$ cat src/hdl/qtdm_pkg.sv
// Types and constants shared by the quick-turn drive mixer modules.
package qtdm_pkg;

	// Field widths of the stream payloads.
	localparam int STICK_W = 11;
	localparam int DRIVE_W = 15;
	localparam int ACC_W   = 16;

	// Configuration port geometry and register indexes.
	localparam int CFG_W     = 13;
	localparam int CFG_IDX_W = 2;
	localparam logic [CFG_IDX_W-1:0] CFG_FILTER_ALPHA  = 2'd0;
	localparam logic [CFG_IDX_W-1:0] CFG_TURN_DEADBAND = 2'd1;
	localparam logic [CFG_IDX_W-1:0] CFG_FILTER_WINDOW = 2'd2;

	// Register values after reset.
	localparam logic [CFG_W-1:0] RST_FILTER_ALPHA  = 13'd410;
	localparam logic [CFG_W-1:0] RST_TURN_DEADBAND = 13'd410;
	localparam logic [CFG_W-1:0] RST_FILTER_WINDOW = 13'd819;

	// Filter weight is Q0.12 whatever the data format.
	localparam logic [CFG_W-1:0] ALPHA_ONE  = 13'd4096;
	localparam int               ALPHA_BITS = 12;
	localparam int               ALPHA_HALF = 2048;

	// Raw joystick full scale is 2^9.
	localparam int STICK_SHIFT = 9;

	typedef struct packed {
		logic [CFG_W-1:0] filter_alpha;
		logic [CFG_W-1:0] turn_deadband;
		logic [CFG_W-1:0] filter_window;
	} cfg_t;

	typedef struct packed {
		logic                      quick_turn;
		logic signed [DRIVE_W-1:0] right_drive;
		logic signed [DRIVE_W-1:0] left_drive;
	} result_t;

endpackage

$ cat src/hdl/qtdm_cfg_regs.sv
// Configuration register file of the drive mixer.
module qtdm_cfg_regs
	import qtdm_pkg::*;
(
	input  logic                 clk,
	input  logic                 arst_n,
	input  logic                 cfg_we,
	input  logic [CFG_IDX_W-1:0] cfg_addr,
	input  logic [CFG_W-1:0]     cfg_wdata,
	output cfg_t                 cfg
);

	cfg_t cfg_q;

	// Write the addressed register; indexes past the list are dropped.
	always_ff @(posedge clk or negedge arst_n) begin
		if (!arst_n) begin
			cfg_q.filter_alpha  <= RST_FILTER_ALPHA;
			cfg_q.turn_deadband <= RST_TURN_DEADBAND;
			cfg_q.filter_window <= RST_FILTER_WINDOW;
		end else if (cfg_we) begin
			case (cfg_addr)
				CFG_FILTER_ALPHA:  cfg_q.filter_alpha  <= cfg_wdata;
				CFG_TURN_DEADBAND: cfg_q.turn_deadband <= cfg_wdata;
				CFG_FILTER_WINDOW: cfg_q.filter_window <= cfg_wdata;
				default: begin
				end
			endcase
		end
	end

	assign cfg = cfg_q;

endmodule

$ cat src/hdl/qtdm_core.sv
// Combinational mixing datapath: scaling, quick-stop filter, mixing and clamping.
module qtdm_core
	import qtdm_pkg::*;
#(
	parameter int FRAC_BITS = 12
)
(
	input  logic signed [STICK_W-1:0] stick_forward,
	input  logic signed [STICK_W-1:0] stick_turn,
	input  cfg_t                      cfg,
	input  logic signed [ACC_W-1:0]   acc,
	output logic signed [ACC_W-1:0]   acc_next,
	output result_t                   result
);

	// Scaled input width, product width, filter sum width, mixing width.
	localparam int RW  = STICK_W + FRAC_BITS;
	localparam int PW  = 2 * RW;
	localparam int TW  = RW + 15;
	localparam int MW  = ((FRAC_BITS > 15) ? FRAC_BITS : 15) + 8;
	localparam int ONE = 2 ** FRAC_BITS;
	localparam int LIM = 3 * ONE;
	localparam int HI  = (LIM < 16383) ? LIM : 16383;
	localparam int LO  = (-LIM > -16384) ? -LIM : -16384;

	logic signed [RW-1:0]   fwd_ext, turn_ext, fwd_sh, turn_sh, fwd, rot;
	logic        [RW-1:0]   afwd;
	logic                   quick, in_window;
	logic        [CFG_W-1:0] alpha_sat, beta;
	logic signed [CFG_W:0]  alpha_s, beta_s;
	logic signed [29:0]     p_acc;
	logic signed [RW+13:0]  p_rot;
	logic signed [TW-1:0]   t_sum, t_rnd;
	logic signed [ACC_W-1:0] acc_filt, acc_dec;
	logic signed [PW-1:0]   prod, prod_sh;
	logic signed [MW-1:0]   one_m, acc_m, fwd_m, ang;
	logic signed [MW-1:0]   left0, right0, left1, right1, left2, right2;

	// Scale raw axes to fixed point; the arithmetic shift floors.
	assign fwd_ext  = {{FRAC_BITS{stick_forward[STICK_W-1]}}, stick_forward};
	assign turn_ext = {{FRAC_BITS{stick_turn[STICK_W-1]}}, stick_turn};
	assign fwd_sh   = fwd_ext <<< FRAC_BITS;
	assign turn_sh  = turn_ext <<< FRAC_BITS;
	assign fwd      = fwd_sh >>> STICK_SHIFT;
	assign rot      = turn_sh >>> STICK_SHIFT;
	assign afwd     = fwd[RW-1] ? RW'(-fwd) : RW'(fwd);

	// Mode decisions against the two thresholds.
	assign quick     = afwd < {{(RW-CFG_W){1'b0}}, cfg.turn_deadband};
	assign in_window = afwd < {{(RW-CFG_W){1'b0}}, cfg.filter_window};

	// Quick-stop low-pass filter, rounded half up and saturated.
	assign alpha_sat = (cfg.filter_alpha > ALPHA_ONE) ? ALPHA_ONE : cfg.filter_alpha;
	assign beta      = ALPHA_ONE - alpha_sat;
	assign alpha_s   = {1'b0, alpha_sat};
	assign beta_s    = {1'b0, beta};
	assign p_acc     = beta_s * acc;
	assign p_rot     = alpha_s * rot;
	assign t_sum     = TW'(p_acc) + TW'(p_rot) + TW'(ALPHA_HALF);
	assign t_rnd     = t_sum >>> ALPHA_BITS;

	always_comb begin
		if (t_rnd > TW'(32767)) begin
			acc_filt = 16'sh7fff;
		end else if (t_rnd < TW'(-32768)) begin
			acc_filt = 16'sh8000;
		end else begin
			acc_filt = t_rnd[ACC_W-1:0];
		end
	end

	// Accumulator decays one unit toward zero, or clears inside one unit.
	assign one_m = MW'(ONE);
	assign acc_m = MW'(acc);

	always_comb begin
		if (acc_m > one_m) begin
			acc_dec = ACC_W'(acc_m - one_m);
		end else if (acc_m < -one_m) begin
			acc_dec = ACC_W'(acc_m + one_m);
		end else begin
			acc_dec = '0;
		end
	end

	always_comb begin
		if (!quick) begin
			acc_next = acc_dec;
		end else if (in_window) begin
			acc_next = acc_filt;
		end else begin
			acc_next = acc;
		end
	end

	// Angular term: scaled turn in quick-turn mode, else scaled product less accumulator.
	assign prod    = $signed(afwd) * rot;
	assign prod_sh = prod >>> FRAC_BITS;
	assign ang     = quick ? MW'(rot) : MW'(prod_sh) - acc_m;

	// Arcade mix.
	assign fwd_m  = MW'(fwd);
	assign left0  = -fwd_m - ang;
	assign right0 = -fwd_m + ang;

	// In quick-turn mode the excess beyond one unit moves to the other side.
	always_comb begin
		left1  = left0;
		right1 = right0;
		if (quick) begin
			if (left0 > one_m) begin
				right1 = right0 - (left0 - one_m);
				left1  = one_m;
			end else if (right0 > one_m) begin
				left1  = left0 - (right0 - one_m);
				right1 = one_m;
			end else if (left0 < -one_m) begin
				right1 = right0 - (left0 + one_m);
				left1  = -one_m;
			end else if (right0 < -one_m) begin
				left1  = left0 - (right0 + one_m);
				right1 = -one_m;
			end
		end
	end

	// Saturate both sides to three units and to the output field.
	always_comb begin
		if (left1 > MW'(HI)) begin
			left2 = MW'(HI);
		end else if (left1 < MW'(LO)) begin
			left2 = MW'(LO);
		end else begin
			left2 = left1;
		end
		if (right1 > MW'(HI)) begin
			right2 = MW'(HI);
		end else if (right1 < MW'(LO)) begin
			right2 = MW'(LO);
		end else begin
			right2 = right1;
		end
	end

	assign result.left_drive  = left2[DRIVE_W-1:0];
	assign result.right_drive = right2[DRIVE_W-1:0];
	assign result.quick_turn  = quick;

endmodule

$ cat src/hdl/quick_turn_drive_mixer_unit.sv
// An input transfer is captured in the input register, then mixed and captured in the result
// register, from which it is offered on the master side.
// Throughput: one sample per cycle unless the master side stalls; the input register,
// the mixing logic and the result register with the quick-stop accumulator form one pass per sample.
// Reset: arst_n clears the pipeline valid flags and the accumulator at once and
// loads the configuration registers with their reset values.
module quick_turn_drive_mixer_unit
	import qtdm_pkg::*;
#(
	parameter int FRAC_BITS = 12
)
(
	input  logic                 clk,
	input  logic                 arst_n,
	input  logic                 cfg_we,
	input  logic [CFG_IDX_W-1:0] cfg_addr,
	input  logic [CFG_W-1:0]     cfg_wdata,
	input  logic                 s_axis_tvalid,
	output logic                 s_axis_tready,
	// Bits from 0: stick_forward[10:0], stick_turn[21:11], zero pad [23:22].
	input  logic [23:0]          s_axis_tdata,
	output logic                 m_axis_tvalid,
	input  logic                 m_axis_tready,
	// Bits from 0: left_drive[14:0], right_drive[29:15], zero pad [31:30].
	output logic [31:0]          m_axis_tdata,
	// Bit 0: quick_turn.
	output logic                 m_axis_tuser
);

	cfg_t                      cfg;
	logic                      valid_s1;
	logic signed [STICK_W-1:0] fwd_s1, turn_s1;
	logic                      out_valid_q;
	result_t                   res_q, res;
	logic signed [ACC_W-1:0]   acc_q, acc_next;
	logic                      advance, in_xfer;

	qtdm_cfg_regs u_cfg (
		.clk       (clk),
		.arst_n    (arst_n),
		.cfg_we    (cfg_we),
		.cfg_addr  (cfg_addr),
		.cfg_wdata (cfg_wdata),
		.cfg       (cfg)
	);

	qtdm_core #(
		.FRAC_BITS (FRAC_BITS)
	) u_core (
		.stick_forward (fwd_s1),
		.stick_turn    (turn_s1),
		.cfg           (cfg),
		.acc           (acc_q),
		.acc_next      (acc_next),
		.result        (res)
	);

	// The sample moves on when the result register is empty or being drained.
	assign advance       = valid_s1 && (!out_valid_q || m_axis_tready);
	assign s_axis_tready = !valid_s1 || advance;
	assign in_xfer       = s_axis_tvalid && s_axis_tready;

	// Input register.
	always_ff @(posedge clk or negedge arst_n) begin
		if (!arst_n) begin
			valid_s1 <= 1'b0;
		end else if (in_xfer) begin
			valid_s1 <= 1'b1;
		end else if (advance) begin
			valid_s1 <= 1'b0;
		end
	end

	always_ff @(posedge clk) begin
		if (in_xfer) begin
			fwd_s1  <= s_axis_tdata[STICK_W-1:0];
			turn_s1 <= s_axis_tdata[2*STICK_W-1:STICK_W];
		end
	end

	// Result register valid flag and quick-stop accumulator.
	always_ff @(posedge clk or negedge arst_n) begin
		if (!arst_n) begin
			out_valid_q <= 1'b0;
			acc_q       <= '0;
		end else begin
			if (advance) begin
				out_valid_q <= 1'b1;
				acc_q       <= acc_next;
			end else if (m_axis_tready) begin
				out_valid_q <= 1'b0;
			end
		end
	end

	always_ff @(posedge clk) begin
		if (advance) begin
			res_q <= res;
		end
	end

	assign m_axis_tvalid = out_valid_q;
	assign m_axis_tdata  = {2'b00, res_q.right_drive, res_q.left_drive};
	assign m_axis_tuser  = res_q.quick_turn;

endmodule

$ cat config.mk
export PLATFORM = sky130hd
export DESIGN_NAME = quick_turn_drive_mixer_unit
export DESIGN_NICKNAME = d
export VERILOG_FILES = /design/src/hdl/qtdm_pkg.sv /design/src/hdl/qtdm_cfg_regs.sv /design/src/hdl/qtdm_core.sv /design/src/hdl/quick_turn_drive_mixer_unit.sv
export SDC_FILE = /design/constraint.sdc
export NUM_CORES = 2
export LEC_CHECK = 0
export BUFFER_PORTS_ARGS = -buffer_cell sky130_fd_sc_hd__buf_2
export CAP_MARGIN = 0
export CORE_MARGIN = 1.5
export CORE_UTILIZATION = 45
export DETAILED_ROUTE_END_ITERATION = 10
export GPL_ROUTABILITY_DRIVEN = 0
export SLEW_MARGIN = 20
export SYNTH_ARGS = -nofsm -noshare
export SYNTH_HDL_FRONTEND = slang
export SYNTH_SLANG_ARGS = --single-unit
$ cat constraint.sdc
create_clock -name clk -period 23.3 [get_ports clk]
set_input_delay 4.66 -clock clk [delete_from_list [all_inputs] [get_ports clk]]
set_output_delay 4.66 -clock clk [all_outputs]
set_load 0.01 [all_outputs]
==> Flow_metrics.wiki <==
{| class="wikitable"
! Metric !! Value
|-
| Achievable clock frequency || 64.2 MHz
|-
| Net count of the finished layout || 5127
|-
| Setup Skew || 0.0250 ns
|-
| Pin count of the biggest net entering global routing || 58
|-
| Share of the cycle needed by the critical path after routing || 66.8%
|-
| Remaining number of nets flagged by the antenna check after routing || 0
|-
| Post-Synthesis Mean Instance Area || 8.48 um2
|-
| RR Endpoint || m_axis_tdata[12]
|-
| Flop and latch count out of synthesis || 110
|-
| Minimum period implied by the final worst setup slack || 15.57 ns
|-
| Hold Crit Depth || 1
|-
| Post-synthesis to final-layout area growth || 5.31%
|-
| GRT Total Usage || 25.4%
|-
| HPWL reported at the end of detailed placement || 78700 um
|-
| Number of resized instances in the post-cts repair step || 0
|-
| Setup violation total in the final timing report || 0
|-
| Number of placed I/O pins || 79
|-
| Hold Path End || u_cfg.cfg[15]
|-
| Unrepaired setup endpoints after global routing || no
|-
| Routed len/inst || 18.9 um
|-
| Total iterations of the first detailed-routing run || 5
|-
| Multi-input combinational cell area || 0.0287 mm2
|-
| Dominant cell by count in the synthesized netlist || inv_1
|-
| Logic depth of the worst register-to-register path || 55
|-
| Standard-cell row count || 102
|-
| Top flip-flop cell by instance count after synthesis || edfxtp_1
|-
| CTS clk-pin slew, worst paths || 0.10 ns
|-
| Vias in the first global route || 28500
|-
| Die W || 283 um
|-
| Number of sinks handled by clock tree synthesis || 110
|-
| Root Driver || clkbuf_16
|-
| Number of standard cells after synthesis || 4156
|-
| Largest driver fanout on the critical path || 18
|-
| Count of port buffers added during placement || 74
|-
| First-pass GRT wire length || 159000 um
|-
| Cell area after synthesis || 0.0352 mm2
|-
| Cell type with the largest total area after synthesis || fa_1
|-
| Max-slew violation total from the final report || 0
|-
| Worst-skew pair later-pin latency || 0.41 ns
|-
| DRC viols || 0
|-
| Die Footprint || 0.0800 mm2
|-
| Total wire length || 98100 um
|-
| Number of DRC markers in iteration 0 || 2007
|-
| Number of warnings reported in the yosys synthesis log || 0
|-
| Fill count || 7666
|-
| Postcts setup bufs || 0
|-
| Vias per inst || 5.44
|-
| Post-synth EDFFs || 53
|-
| Vertical die dimension || 283 um
|-
| Post-cts hold buffer count || 0
|-
| CP Capture Type || flip-flop
|-
| WP data required || 23.44 ns
|-
| Worst hold start || u_cfg.cfg[15]
|-
| CTS tree || yes
|-
| Element type at the critical path start || flip-flop
|-
| TritonCTS buffer count || 9
|-
| Cell type group with the largest total delay on the critical path || compound AO/OA/AOI/OAI gates
|-
| Share of layout cells above drive strength 1 || 6.53%
|-
| Count of H-tree levels built during CTS || 3
|-
| Stage delay of the slowest cell on the critical path || 0.75 ns
|-
| Overall overflow remaining after global route || 0
|-
| Most numerous cell types in the synthesized netlist || 784 x inv_1, 518 x fa_1, 421 x nand2_1
|-
| Sequential-to-total area share from yosys stat || 8.62%
|-
| Most prevalent standard cell on the critical path || a21o_1
|-
| WP data arrival || 15.71 ns
|-
| Hold violation count in the final report || 0
|-
| Combined flip-flop and latch cell area || 0.00304 mm2
|-
| Total core area || 0.0775 mm2
|-
| Final sum of negative setup slack || 0 ns
|-
| Antenna violations before repair || 3
|-
| Via total after detailed routing || 28200
|-
| Min-Delay Path Class || flip-flop to flip-flop
|-
| Flop-to-flop setup slack || 7.73 ns
|-
| Number of buffers and inverters on the critical path || 6
|-
| Initial core utilization || 45.5%
|-
| RR Startpoint || fwd_s1[0]
|-
| Cell with the largest stage delay on the worst path || ha_1
|-
| Synth async-reset ratio || 51.8%
|-
| Actual slew at the worst max-slew pin || 1.07 ns
|-
| Longest Clk Path Bufs || 2
|-
| CP Class || flip-flop to flip-flop
|-
| Yosys cell types || 95
|-
| Top cells by area, synth || fa_1 29%, ha_1 15%, inv_1 8.3%, edfxtp_1 4.5%, nand2_1 4.5%
|-
| Worst max-slew margin expressed relative to the limit || 28.5%
|-
| Number of max-capacitance violations reported || 0
|-
| Status || completed
|-
| Fraction of post-synthesis cell area in the top cell type by area || 29.4%
|}
[flip-flops by register name (all words and copies together) (netlist names)]
register / flops
acc_q: 16
fwd_s1: 11
m_axis_tdata: 30
m_axis_tuser: 1
m_axis_tvalid: 1
turn_s1: 11
u_cfg.cfg: 39
valid_s1: 1
[layer usage]
layer	wire length [um]	track usage, %	share of wire [%]	vias up
met5	0	0	0	-
met4	1800	5.18	1.8	0
met3	5050	2.03	5.1	98
met2	43800	40.1	45	743
met1	47500	38.0	48	14100
li1	-	-	-	13300
[worst max path at each step]
stage | startpoint | end | depth (start not counted)
detailed placement | fwd_s1[0] | m_axis_tdata[12] | 56
global placement | fwd_s1[0] | m_axis_tdata[24] | 53
finish | fwd_s1[0] | m_axis_tdata[12] | 55
floorplan | fwd_s1[0] | m_axis_tdata[12] | 58
global route | fwd_s1[0] | m_axis_tdata[12] | 56
CTS | fwd_s1[0] | m_axis_tdata[12] | 56
[final cells by class]
class,count,area share (%)
Multi-Input combinational cell,3097,77.2
Clock buffer,9,0.607
Timing Repair Buffer,139,2.31
Clock inverter,7,0.199
Sequential cell,110,8.18
Inverter,789,7.98
Antenna cell,3,0.0202
Tap cell,1040,3.51
[worst reg2reg max path, delay by kind of cell (launching register included)]
kind | cells | cell delay, ns
flip-flops | 1 | 0.37
XOR/XNOR | 4 | 0.75
buffers and inverters | 6 | 1.10
AO/OA/AOI/OAI | 21 | 4.55
AND/OR/NAND/NOR | 14 | 3.85
adder cells (fa/ha/maj) | 9 | 4.31
multiplexers | 1 | 0.37
[layout by cell type (no fill, tap or decap), types with 10 or more instances in the layout]
cell type,netlist,layout
a2111oi_0,11,11
a211o_1,11,11
a211oi_1,24,24
a21o_1,56,56
a21oi_1,139,139
a22oi_1,31,31
a31oi_1,25,24
and2_1,251,251
and3_1,28,28
buf_2,8,74
buf_4,4,65
dfrtp_1,41,41
dfstp_2,16,16
edfxtp_1,53,53
fa_1,518,518
ha_1,419,419
inv_1,784,784
mux2_2,42,42
nand2_1,421,420
nand2b_1,43,43
nand3_1,40,40
nand4_1,23,23
nor2_1,254,254
nor2b_1,38,37
nor3_1,72,72
nor4_1,23,23
o211ai_1,21,21
o21a_1,38,38
o21ai_0,89,88
o21bai_1,29,29
o31a_1,10,10
o31ai_1,15,15
or2_2,17,17
or3_1,20,20
or4_1,11,11
xnor2_1,137,136
xor2_1,74,73
[cell families after synthesis]
logic type	count (synthesis)	share of synthesized area, %
xor+xnor	214	5.43
buf+inv	950	10.2
flops	110	8.62
simple gates	1286	18.0
other cells	1	0.0106
fa+ha+maj	937	44.3
mux	48	1.53
compound gates	610	11.9
[per-stage QoR]
step	hold WS (ns)	util, %	instance area [um2]	instances	setup slack (ns)
floorplan	0.457	-	35300	4157	9.88
global placement	0.480	47.5	36800	5175	7.96
detailed placement	0.486	47.5	36800	5175	8.03
CTS	0.509	47.9	37100	5191	7.91
global route	0.523	47.9	37100	5192	6.88
finish	0.504	47.9	37100	5194	7.73
Power is left out: the tool's default activity adds up to more than one toggle a clock period on the data nets, which glitch-free logic cannot reach.
